--- src/rtl/core/nps_pkg.sv ---
`default_nettype none
// ----------------------------------------------------------------------------
// nps_pkg
// shared types, constants and helpers of the nearest palette color search unit
// ----------------------------------------------------------------------------
package nps_pkg;

    localparam int unsigned INDEX_W = 8;
    localparam int unsigned COLOR_W = 15;
    localparam int unsigned CHAN_W  = 8;
    localparam int unsigned FIELD_W = 5;
    localparam int unsigned SQ_W    = 16;
    localparam int unsigned DIST_W  = 18;

    localparam logic              KIND_LOAD  = 1'b0;
    localparam logic              KIND_QUERY = 1'b1;
    localparam logic [DIST_W-1:0] DIST_MAX   = '1;

    typedef enum logic [1:0] {
        S_IDLE,
        S_SCAN,
        S_DRAIN,
        S_FINISH
    } t_scan_state;

    // one queued request: a palette write or an expanded query color
    typedef struct packed {
        logic               is_query;
        logic [INDEX_W-1:0] index;
        logic [CHAN_W-1:0]  red;
        logic [CHAN_W-1:0]  green;
        logic [CHAN_W-1:0]  blue;
    } t_req;

    function automatic logic [CHAN_W-1:0] expand_channel(input logic [FIELD_W-1:0] field);
        return {field, 3'b100};
    endfunction

endpackage
`default_nettype wire

--- src/rtl/core/nps_front.sv ---
`default_nettype none
// ----------------------------------------------------------------------------
// nps_front
// accepts input requests, drops out-of-range loads, expands query colors
// ----------------------------------------------------------------------------
module nps_front
    import nps_pkg::*;
#(
    parameter int unsigned PALETTE_ENTRIES = 256
) (
    input  wire logic               i_valid,
    output logic                    o_ready,
    input  wire logic               i_kind,
    input  wire logic [INDEX_W-1:0] i_entry_index,
    input  wire logic [CHAN_W-1:0]  i_red_value,
    input  wire logic [CHAN_W-1:0]  i_green_value,
    input  wire logic [CHAN_W-1:0]  i_blue_value,
    input  wire logic [COLOR_W-1:0] i_color_word,
    input  wire logic               i_q_full,
    output logic                    o_q_push,
    output t_req                    o_q_data
);

    logic in_range;
    logic is_query;

    assign is_query = (i_kind == KIND_QUERY);
    assign in_range = ({1'b0, i_entry_index} < (INDEX_W + 1)'(PALETTE_ENTRIES));
    assign o_ready  = !i_q_full;
    assign o_q_push = i_valid && !i_q_full && (is_query || in_range);

    always_comb begin
        o_q_data.is_query = is_query;
        o_q_data.index    = i_entry_index;
        if (is_query) begin
            o_q_data.red   = expand_channel(i_color_word[4:0]);
            o_q_data.green = expand_channel(i_color_word[9:5]);
            o_q_data.blue  = expand_channel(i_color_word[14:10]);
        end else begin
            o_q_data.red   = i_red_value;
            o_q_data.green = i_green_value;
            o_q_data.blue  = i_blue_value;
        end
    end

endmodule
`default_nettype wire

--- config.mk ---
export PLATFORM = sky130hd
export DESIGN_NAME = nps_front
export DESIGN_NICKNAME = d
export VERILOG_FILES = /design/src/rtl/core/nps_pkg.sv /design/src/rtl/core/nps_front.sv
export SDC_FILE = /design/constraint.sdc
export NUM_CORES = 1
export LEC_CHECK = 0
export ABC_AREA = 1
export BUFFER_PORTS_ARGS = -buffer_cell sky130_fd_sc_hd__buf_2
export CELL_PAD_IN_SITES_DETAIL_PLACEMENT = 1
export CELL_PAD_IN_SITES_GLOBAL_PLACEMENT = 1
export CORE_MARGIN = 2
export CORE_UTILIZATION = 10
export DETAILED_ROUTE_END_ITERATION = 7
export GPL_ROUTABILITY_DRIVEN = 0
export GPL_TIMING_DRIVEN = 1
export PLACE_DENSITY_LB_ADDON = 0.1
export SLEW_MARGIN = 25
export SYNTH_ARGS = -nofsm -noshare
export SYNTH_HDL_FRONTEND = slang
export SYNTH_SLANG_ARGS = --single-unit
export TNS_END_PERCENT = 1
--- constraint.sdc ---
create_clock -name vclk -period 0.8
set_input_delay 0.24 -clock vclk [all_inputs]
set_output_delay 0.24 -clock vclk [all_outputs]
set_load 0.005 [all_outputs]
==> impl_results.md <==
* Status: complete, but fails checks
* Failing checks: setup timing
* Post-route ant nets at 0
* Fill count at 452
* Top cells by area, synth: nand2_1 (49%), buf_4 (24%), inv_1 (8.8%)
* Largest net degree at the start of global routing at 16
* Post-Syn Area at 342 um2
* Met2 WL at 980 um
* Post-Syn Instances at 76
* Static Leak at 0.000551 uW
* Diodes inserted at 0
* Final setup vio count at 25
* DRT met1 WL at 592 um
* Yosys cell types at 7
* Buffers on Ports at 69
* Cell Pwr Density at 503 nW/um2
* First-pass GRT wire length at 2770 um
* Metal3 WL at 189 um
* WL per Instance at 9.63 um
* Final Hold Viols at 0
* Tcrit/Tclk final at 121%
* Grt ovf at 0
* Starting DRT DRC Count at 6
* Crit path cell chain: buf_12, buf_12, nand2_1, nand2_1, buf_2
* Total track usage at 8.29%
* Peak supply drop at 0.204 mV
* Synthesis-to-layout area growth at 149%
* DP Area at 673 um2
* Die Width at 62.4 um
* Hold crit path type: input port to primary output
* Synth warn at 0
* Routed via count at 668
* Crit path from: i_kind
* Drt total wl at 1760 um
* Area leader, netlist: nand2_1
* CP endpoint kind: primary output
* Mean cell area of the mapped netlist at 4.49 um2
* Post-Syn Nets at 126
* Clkbuf count at 0
* HP Start: i_entry_index[2]
* Post-route setup slack at -168 ps
* Setup_tns at -3530 ps
* Largest fanout on the critical path at 8
* Slew HR at 94.0%
* HPWL after DPL at 1480 um
* Post-synthesis sequential area ratio at 0%
* Final Net Count at 189
* Ports at 85
* Fin area at 852 um2
* Vias in the first global route at 579
* Actual slew at the worst max-slew pin at 90.7 ps
* Share of the synthesized area in the top cell type at 49.5%
* Core Box Area at 3310 um2
* WP data arrival at 730 ps
* Maxcap violations at 0
* Antenna violations before repair at 0
* Layout cells sized above 1 at 70.1%
* Crit path launch type: input port
* Final Max Slew Viols at 0
* Starting density of the core at 10.3%
* Cell Rows at 21
* DRT Pass-1 Iters at 2
* Via density at 3.65
* Final Critical Period at 968 ps
* Seq. cell area at 0 um2
* Finished Core Util at 25.7%
* Top layer in use: met3
* Kind of critical path: input port to primary output
* Slowest-stage cell, CP: buf_12
* Seq_cells at 0
* RSZ-0062 raised after global routing: true
* Die height at 62.4 um
* Die area at 3900 um2
* Slowest Stage Delay on Critical Path at 140 ps
* F_max at 1030 MHz
* Total design power at 428 uW
* CP required at 560 ps
* DRC Markers at 0
==> per-layer routing <==
metal  GRT usage [%]  vias to the layer above
met5               0                        -
met4           0.278                        0
met3            2.52                        0
met2            16.4                       31
met1            8.99                      305
li1                -                      332
==> repair_timing <==
item | in CTS | in global routing
cloned | 1 | 0
buffers inserted | 0 | 0
resized for setup | 25 | 20
hold buffers | 0 | 0
pin swaps | 9 | 4
setup endpoints to repair | 25 | 26
==> final timing paths <==
path,end,slack [ps],cells after the start
worst min-delay path,o_q_data[26],480,0
worst max-delay path,o_q_data[4],-170,5
==> cell usage in the layout, fill, tap and decap left out, drive strengths merged <==
cell type / Yosys / routed
nor2: 7 / 7
or2: 3 / 3
buf: 12 / 73
nand2: 45 / 45
inv: 9 / 9
==> power breakdown <==
group	switching, uW	internal, uW	leakage (uW)	total [uW]
Combinational	180	248	0.000551	428
Clock	0	0	0	0
Sequential	0	0	0	0
Total	180	248	0.000551	428
==> Yosys cell counts <==
cell type   n
buf_4      11
buf_6       1
inv_1       8
inv_2       1
or2_2       3
nand2_1    45
nor2_1      7
==> stage by stage <==
step | hold WS (ps) | worst slack, ps | std cells
4_1_cts | 480 | -163 | 183
2_1_floorplan | 507 | 22.6 | 76
3_5_place_dp | 480 | -336 | 182
5_1_grt | 480 | -190 | 183
3_3_place_gp | 480 | -299 | 182
6_report | 480 | -168 | 183
==> kinds of logic after synthesis <==
group | synth area share, %
AND/OR/NAND/NOR | 62.6
buffers and inverters | 37.4
==> worst max-delay path, delay by kind of cell <==
kind	cells	cell delay [ps]
buffers and inverters	3	390
and+or+nand+nor	2	100
==> final cells by class <==
type / count / area [um2] / area share, %
Inverter: 9 / 41.3 / 4.85
Multi-Input combinational cell: 55 / 284 / 33.3
Tap cell: 46 / 57.6 / 6.75
Timing Repair Buffer: 73 / 469 / 55.1
Power figures use the tool's default switching activity.
