### src/rtl/core/nps_pkg.sv
`default_nettype none
// ----------------------------------------------------------------------------
// nps_pkg
// shared types, constants and helpers of the nearest palette color search unit
// ----------------------------------------------------------------------------
package nps_pkg;

    localparam int unsigned INDEX_W = 8;
    localparam int unsigned COLOR_W = 15;
    localparam int unsigned CHAN_W  = 8;
    localparam int unsigned FIELD_W = 5;
    localparam int unsigned SQ_W    = 16;
    localparam int unsigned DIST_W  = 18;

    localparam logic              KIND_LOAD  = 1'b0;
    localparam logic              KIND_QUERY = 1'b1;
    localparam logic [DIST_W-1:0] DIST_MAX   = '1;

    typedef enum logic [1:0] {
        S_IDLE,
        S_SCAN,
        S_DRAIN,
        S_FINISH
    } t_scan_state;

    // one queued request: a palette write or an expanded query color
    typedef struct packed {
        logic               is_query;
        logic [INDEX_W-1:0] index;
        logic [CHAN_W-1:0]  red;
        logic [CHAN_W-1:0]  green;
        logic [CHAN_W-1:0]  blue;
    } t_req;

    function automatic logic [CHAN_W-1:0] expand_channel(input logic [FIELD_W-1:0] field);
        return {field, 3'b100};
    endfunction

endpackage
`default_nettype wire

### src/rtl/core/nps_fifo.sv
`default_nettype none
// ----------------------------------------------------------------------------
// nps_fifo
// two-entry request queue between the front and the back
// ----------------------------------------------------------------------------
module nps_fifo
    import nps_pkg::*;
(
    input  wire logic i_clk,
    input  wire logic i_rst_n,
    input  wire logic i_push,
    input  wire t_req i_data,
    output logic      o_full,
    input  wire logic i_pop,
    output logic      o_empty,
    output t_req      o_data
);

    t_req       r_slot [2];
    logic       r_wr_ptr;
    logic       r_rd_ptr;
    logic [1:0] r_count;
    logic       do_push;
    logic       do_pop;

    assign o_full  = (r_count == 2'd2);
    assign o_empty = (r_count == 2'd0);
    assign do_push = i_push && !o_full;
    assign do_pop  = i_pop && !o_empty;
    assign o_data  = r_slot[r_rd_ptr];

    always_ff @(posedge i_clk) begin
        if (do_push) begin
            r_slot[r_wr_ptr] <= i_data;
        end
    end

    always_ff @(posedge i_clk) begin
        if (!i_rst_n) begin
            r_wr_ptr <= 1'b0;
            r_rd_ptr <= 1'b0;
            r_count  <= 2'd0;
        end else begin
            if (do_push) begin
                r_wr_ptr <= !r_wr_ptr;
            end
            if (do_pop) begin
                r_rd_ptr <= !r_rd_ptr;
            end
            unique case ({do_push, do_pop})
                2'b10:   r_count <= r_count + 2'd1;
                2'b01:   r_count <= r_count - 2'd1;
                default: r_count <= r_count;
            endcase
        end
    end

endmodule
`default_nettype wire

### config.mk
export PLATFORM = sky130hd
export DESIGN_NAME = nps_fifo
export DESIGN_NICKNAME = d
export VERILOG_FILES = /design/src/rtl/core/nps_pkg.sv /design/src/rtl/core/nps_fifo.sv
export SDC_FILE = /design/constraint.sdc
export NUM_CORES = 1
export LEC_CHECK = 0
export ABC_AREA = 0
export BUFFER_PORTS_ARGS = -buffer_cell sky130_fd_sc_hd__buf_2
export CELL_PAD_IN_SITES_DETAIL_PLACEMENT = 1
export CELL_PAD_IN_SITES_GLOBAL_PLACEMENT = 2
export CORE_MARGIN = 1
export CORE_UTILIZATION = 35
export CTS_CLUSTER_DIAMETER = 100
export CTS_CLUSTER_SIZE = 25
export DETAILED_ROUTE_END_ITERATION = 10
export GPL_ROUTABILITY_DRIVEN = 0
export GPL_TIMING_DRIVEN = 0
export PLACE_DENSITY = 0.73
export SYNTH_ARGS = -nofsm -noshare
export SYNTH_HDL_FRONTEND = slang
export SYNTH_SLANG_ARGS = --single-unit
### constraint.sdc
create_clock -name i_clk -period 3.02 [get_ports i_clk]
set_clock_uncertainty 0.1 [all_clocks]
set_input_delay 0.302 -clock i_clk [delete_from_list [all_inputs] [get_ports i_clk]]
set_output_delay 0.302 -clock i_clk [all_outputs]
set_load 0.02 [all_outputs]
==> flow_summary_export.csv <==
group,metric,value,unit
route,first_pass_iters,4,
clock_tree,cts_setup_buffers,0,
grt,grt_util_all_layers,0.128,
grt,grt_max_degree,34,
grt,first_pass_grt_wire_length,6940,µm
worst_setup_path,timing.critical_path.from_type,"flip-flop",
timing,fmax,468,MHz
clock_tree,clock-root-buffer,"sky130_fd_sc_hd__clkbuf_8",
worst_setup_path,end_of_the_worst_register_to_register_path,"r_slot[0][28]$_DFFE_PP_",
finish,antenna_cells_inserted,0,
pwr,leakage,0.00123,µW
synthesis,ys_seq_area_frac,0.798,
pwr,total_power,2800,µW
clock_tree,clock_tree.buffer_depth,2,
pwr,clkPwrFrac,0.219,
synthesis,ff_latch_count_synth,71,
timing,max_slew_violation_count,0,
pwr,seqPwrFrac,0.462,
job,maxCapViolCount,0,
route,detail_route.drc_violations,0,
finish,drive_above_1_share,0.574,
worst_setup_path,timing_worst_setup_path_type,"flip-flop to output pin",
route,drtIter0Drc,28,
clock_tree,postcts_resize_cnt,0,
grt,antenna_violations_before_repair,0,
timing,totalNegativeSetupSlack,0,ps
finish,synthToLayoutAreaGrowth,25.4,%
synthesis,post_synth_instance_area,2610,µm²
timing,rsz_0062_raised_after_global_routing,"no",
die,io-pin-count,72,
clock_tree,worst_skew_pair.late_latency,330,ps
placed_design,detailed_place_hpwl,3130,µm
synthesis,ys_warn_count,0,
worst_setup_path,timing.critical_path.required,2620,ps
clock_tree,clock-sinks,71,
worst_setup_path,worst-r2r-cell-count,5,
route,drt_wl_total,4740,µm
worst_setup_path,cp_data_arrival_time,1730,ps
pwr,switching_share,0.319,
timing,finalHoldViolCount,0,
finish,fin_nets,250,
timing,setup_viol,0,
pwr,power_report.internal_total,1900,µW
worst_setup_path,critical_path.max_fanout,10,
worst_setup_path,regToRegStartpoint,"r_count[0]$_SDFFE_PN0P_",
synthesis,post_synth.cell_area_avg,20.2,µm²
hold_path,hold_path_depth,1,
clock_tree,ctsHtreeMaxLevel,3,
die,fp.coreArea,7210,µm²
run_status,run_status,"finished clean",
grt,number_of_global_route_vias_before_repair,1444,
timing,hold_ws,53.7,ps
hold_path,class_of_the_tightest_hold_or_removal_check,"primary input to flip-flop",
die,die_height,88.3,µm
route,drt-vias-per-instance,4.41,
die,fp-row-count,31,
hold_path,hold_endpoint,"r_slot[0][17]$_DFFE_PP_",
die,die_width,88.3,µm
die,die-area,7800,µm²
pwr,p_sw,892,µW
route,dr_total_vias,1390,
placed_design,dpl_cell_area,3090,µm²
worst_setup_path,timing.critical_path.to_type,"output pin",
route,postRouteAntennaNets,0,
clock_tree,clk_pin_slew_worst_paths,70,ps
timing,worst_slew_margin_rel,0.464,
timing,final.period_utilization,0.707,
die,starting_density,0.362,
route,avgRoutedWirePerCell,15.1,µm
synthesis,syn-num-nets,167,
pwr,irDropWorstVdd,0.339,mV
clock_tree,numCtsBuffers,9,
timing,period_minus_slack,2140,ps
placed_design,numPortBuffers,71,
clock_tree,ctsHoldBuffers,0,
clock_tree,tritoncts,"done",
synthesis,postSynthCellCount,129,
worst_setup_path,regToRegSetupSlack,990,ps
timing,worst_max_slew_pin_slew,805,ps
synthesis,synth_cell_types,19,
pwr,power_density,855,nW/µm²
finish,design_area,3270,µm²
hold_path,worstHoldStart,"i_data[17]",
grt,grt-ovfl-total,0,
pwr,comb_power_share,0.320,
-- worst max-delay path, stage by stage (launching register included) --
cell and delay, ps:
sky130_fd_sc_hd__dfxtp_1 310, sky130_fd_sc_hd__clkbuf_1 230, sky130_fd_sc_hd__buf_2 330, sky130_fd_sc_hd__mux2_2 380, sky130_fd_sc_hd__buf_2 160
-- cell usage after synthesis (all sizes together) --
| master | n | share of area |
|---|---|---|
| a21boi | 2 | 0.0058 |
| o21a | 1 | 0.0029 |
| o21ai | 2 | 0.0038 |
| and3 | 1 | 0.0024 |
| or3 | 2 | 0.0048 |
| xnor2 | 3 | 0.010 |
| clkbuf | 1 | 0.0014 |
| nand2 | 1 | 0.0014 |
| inv | 3 | 0.0043 |
| and2 | 1 | 0.0024 |
| mux2 | 33 | 0.14 |
| nor2b | 2 | 0.0048 |
| edfxtp | 66 | 0.76 |
| buf | 3 | 0.0058 |
| ha | 1 | 0.0048 |
| dfxtp | 5 | 0.038 |
| nor2 | 1 | 0.0014 |
| nand2b | 1 | 0.0034 |
-- metal layers --
| metal | GRT usage | vias up | part of all wire |
|---|---|---|---|
| li1 | - | 658 | - |
| met1 | 0.138 | 690 | 0.42 |
| met2 | 0.218 | 36 | 0.51 |
| met3 | 0.0457 | 6 | 0.049 |
| met4 | 0.0733 | 0 | 0.015 |
| met5 | 0 | - | 0 |
-- power by group through the flow --
stage,Combinational [µW],Clock [µW],Sequential (µW)
floorplan,619,0,1300
global placement,879,0,1310
detailed placement,886,0,1320
CTS,890,634,1300
global route,968,675,1310
finish,894,612,1290
-- metrics by stage --
stage | instances | setup slack (ps) | utilization
2_1_floorplan | 129 | 932 | -
3_3_place_gp | 299 | 508 | 0.428
3_5_place_dp | 299 | 468 | 0.428
4_1_cts | 314 | 461 | 0.450
5_1_grt | 315 | 739 | 0.453
6_report | 315 | 884 | 0.453
-- state kept, by name (all words and copies together), names as in the netlist, named ones only --
register / cells
r_slot: 66
r_rd_ptr: 1
r_count: 2
r_wr_ptr: 1
-- layout by cell type, fill, tap and decap left out, drive strengths merged, types with 2 or more instances in the layout --
cell / synthesis / final
xnor2: 3 / 3
edfxtp: 66 / 66
clkbuf: 1 / 11
inv: 3 / 2
buf: 3 / 75
o21ai: 2 / 2
a21boi: 2 / 2
or3: 2 / 2
dfxtp: 5 / 5
nor2b: 2 / 2
clkinv: 0 / 5
mux2: 33 / 33
-- logic make-up after synthesis --
logic type / count (synthesis) / share of synthesized area
AND/OR/NAND/NOR: 9 / 0.0206
XOR/XNOR: 3 / 0.0101
buffers and inverters: 7 / 0.0115
AO/OA/AOI/OAI: 5 / 0.0125
multiplexers: 33 / 0.142
flip-flops: 71 / 0.798
adder cells (fa/ha/maj): 1 / 0.00480
-- area by class of cell --
cell class | count | area [µm²]
Sequential cell | 71 | 2080
Tap cell | 99 | 124
Timing Repair Buffer | 72 | 383
Multi-Input combinational cell | 51 | 498
Clock inverter | 5 | 26.3
Fill cell | 758 | 3940
Clock buffer | 10 | 128
Inverter | 3 | 11.3
Buffer | 4 | 18.8
-- worst max path at each step --
stage	from	to	slack (ps)
2_1_floorplan	r_count[0]$_SDFFE_PN0P_	r_slot[0][0]$_DFFE_PP_	930
6_report	flip-flop	o_data[25]	880
3_3_place_gp	r_count[0]$_SDFFE_PN0P_	r_slot[0][31]$_DFFE_PP_	510
5_1_grt	flip-flop	o_data[25]	740
3_5_place_dp	r_count[0]$_SDFFE_PN0P_	r_slot[0][31]$_DFFE_PP_	470
4_1_cts	r_count[0]$_SDFFE_PN0P_	r_slot[0][27]$_DFFE_PP_	460
Power figures use the tool's default switching activity.
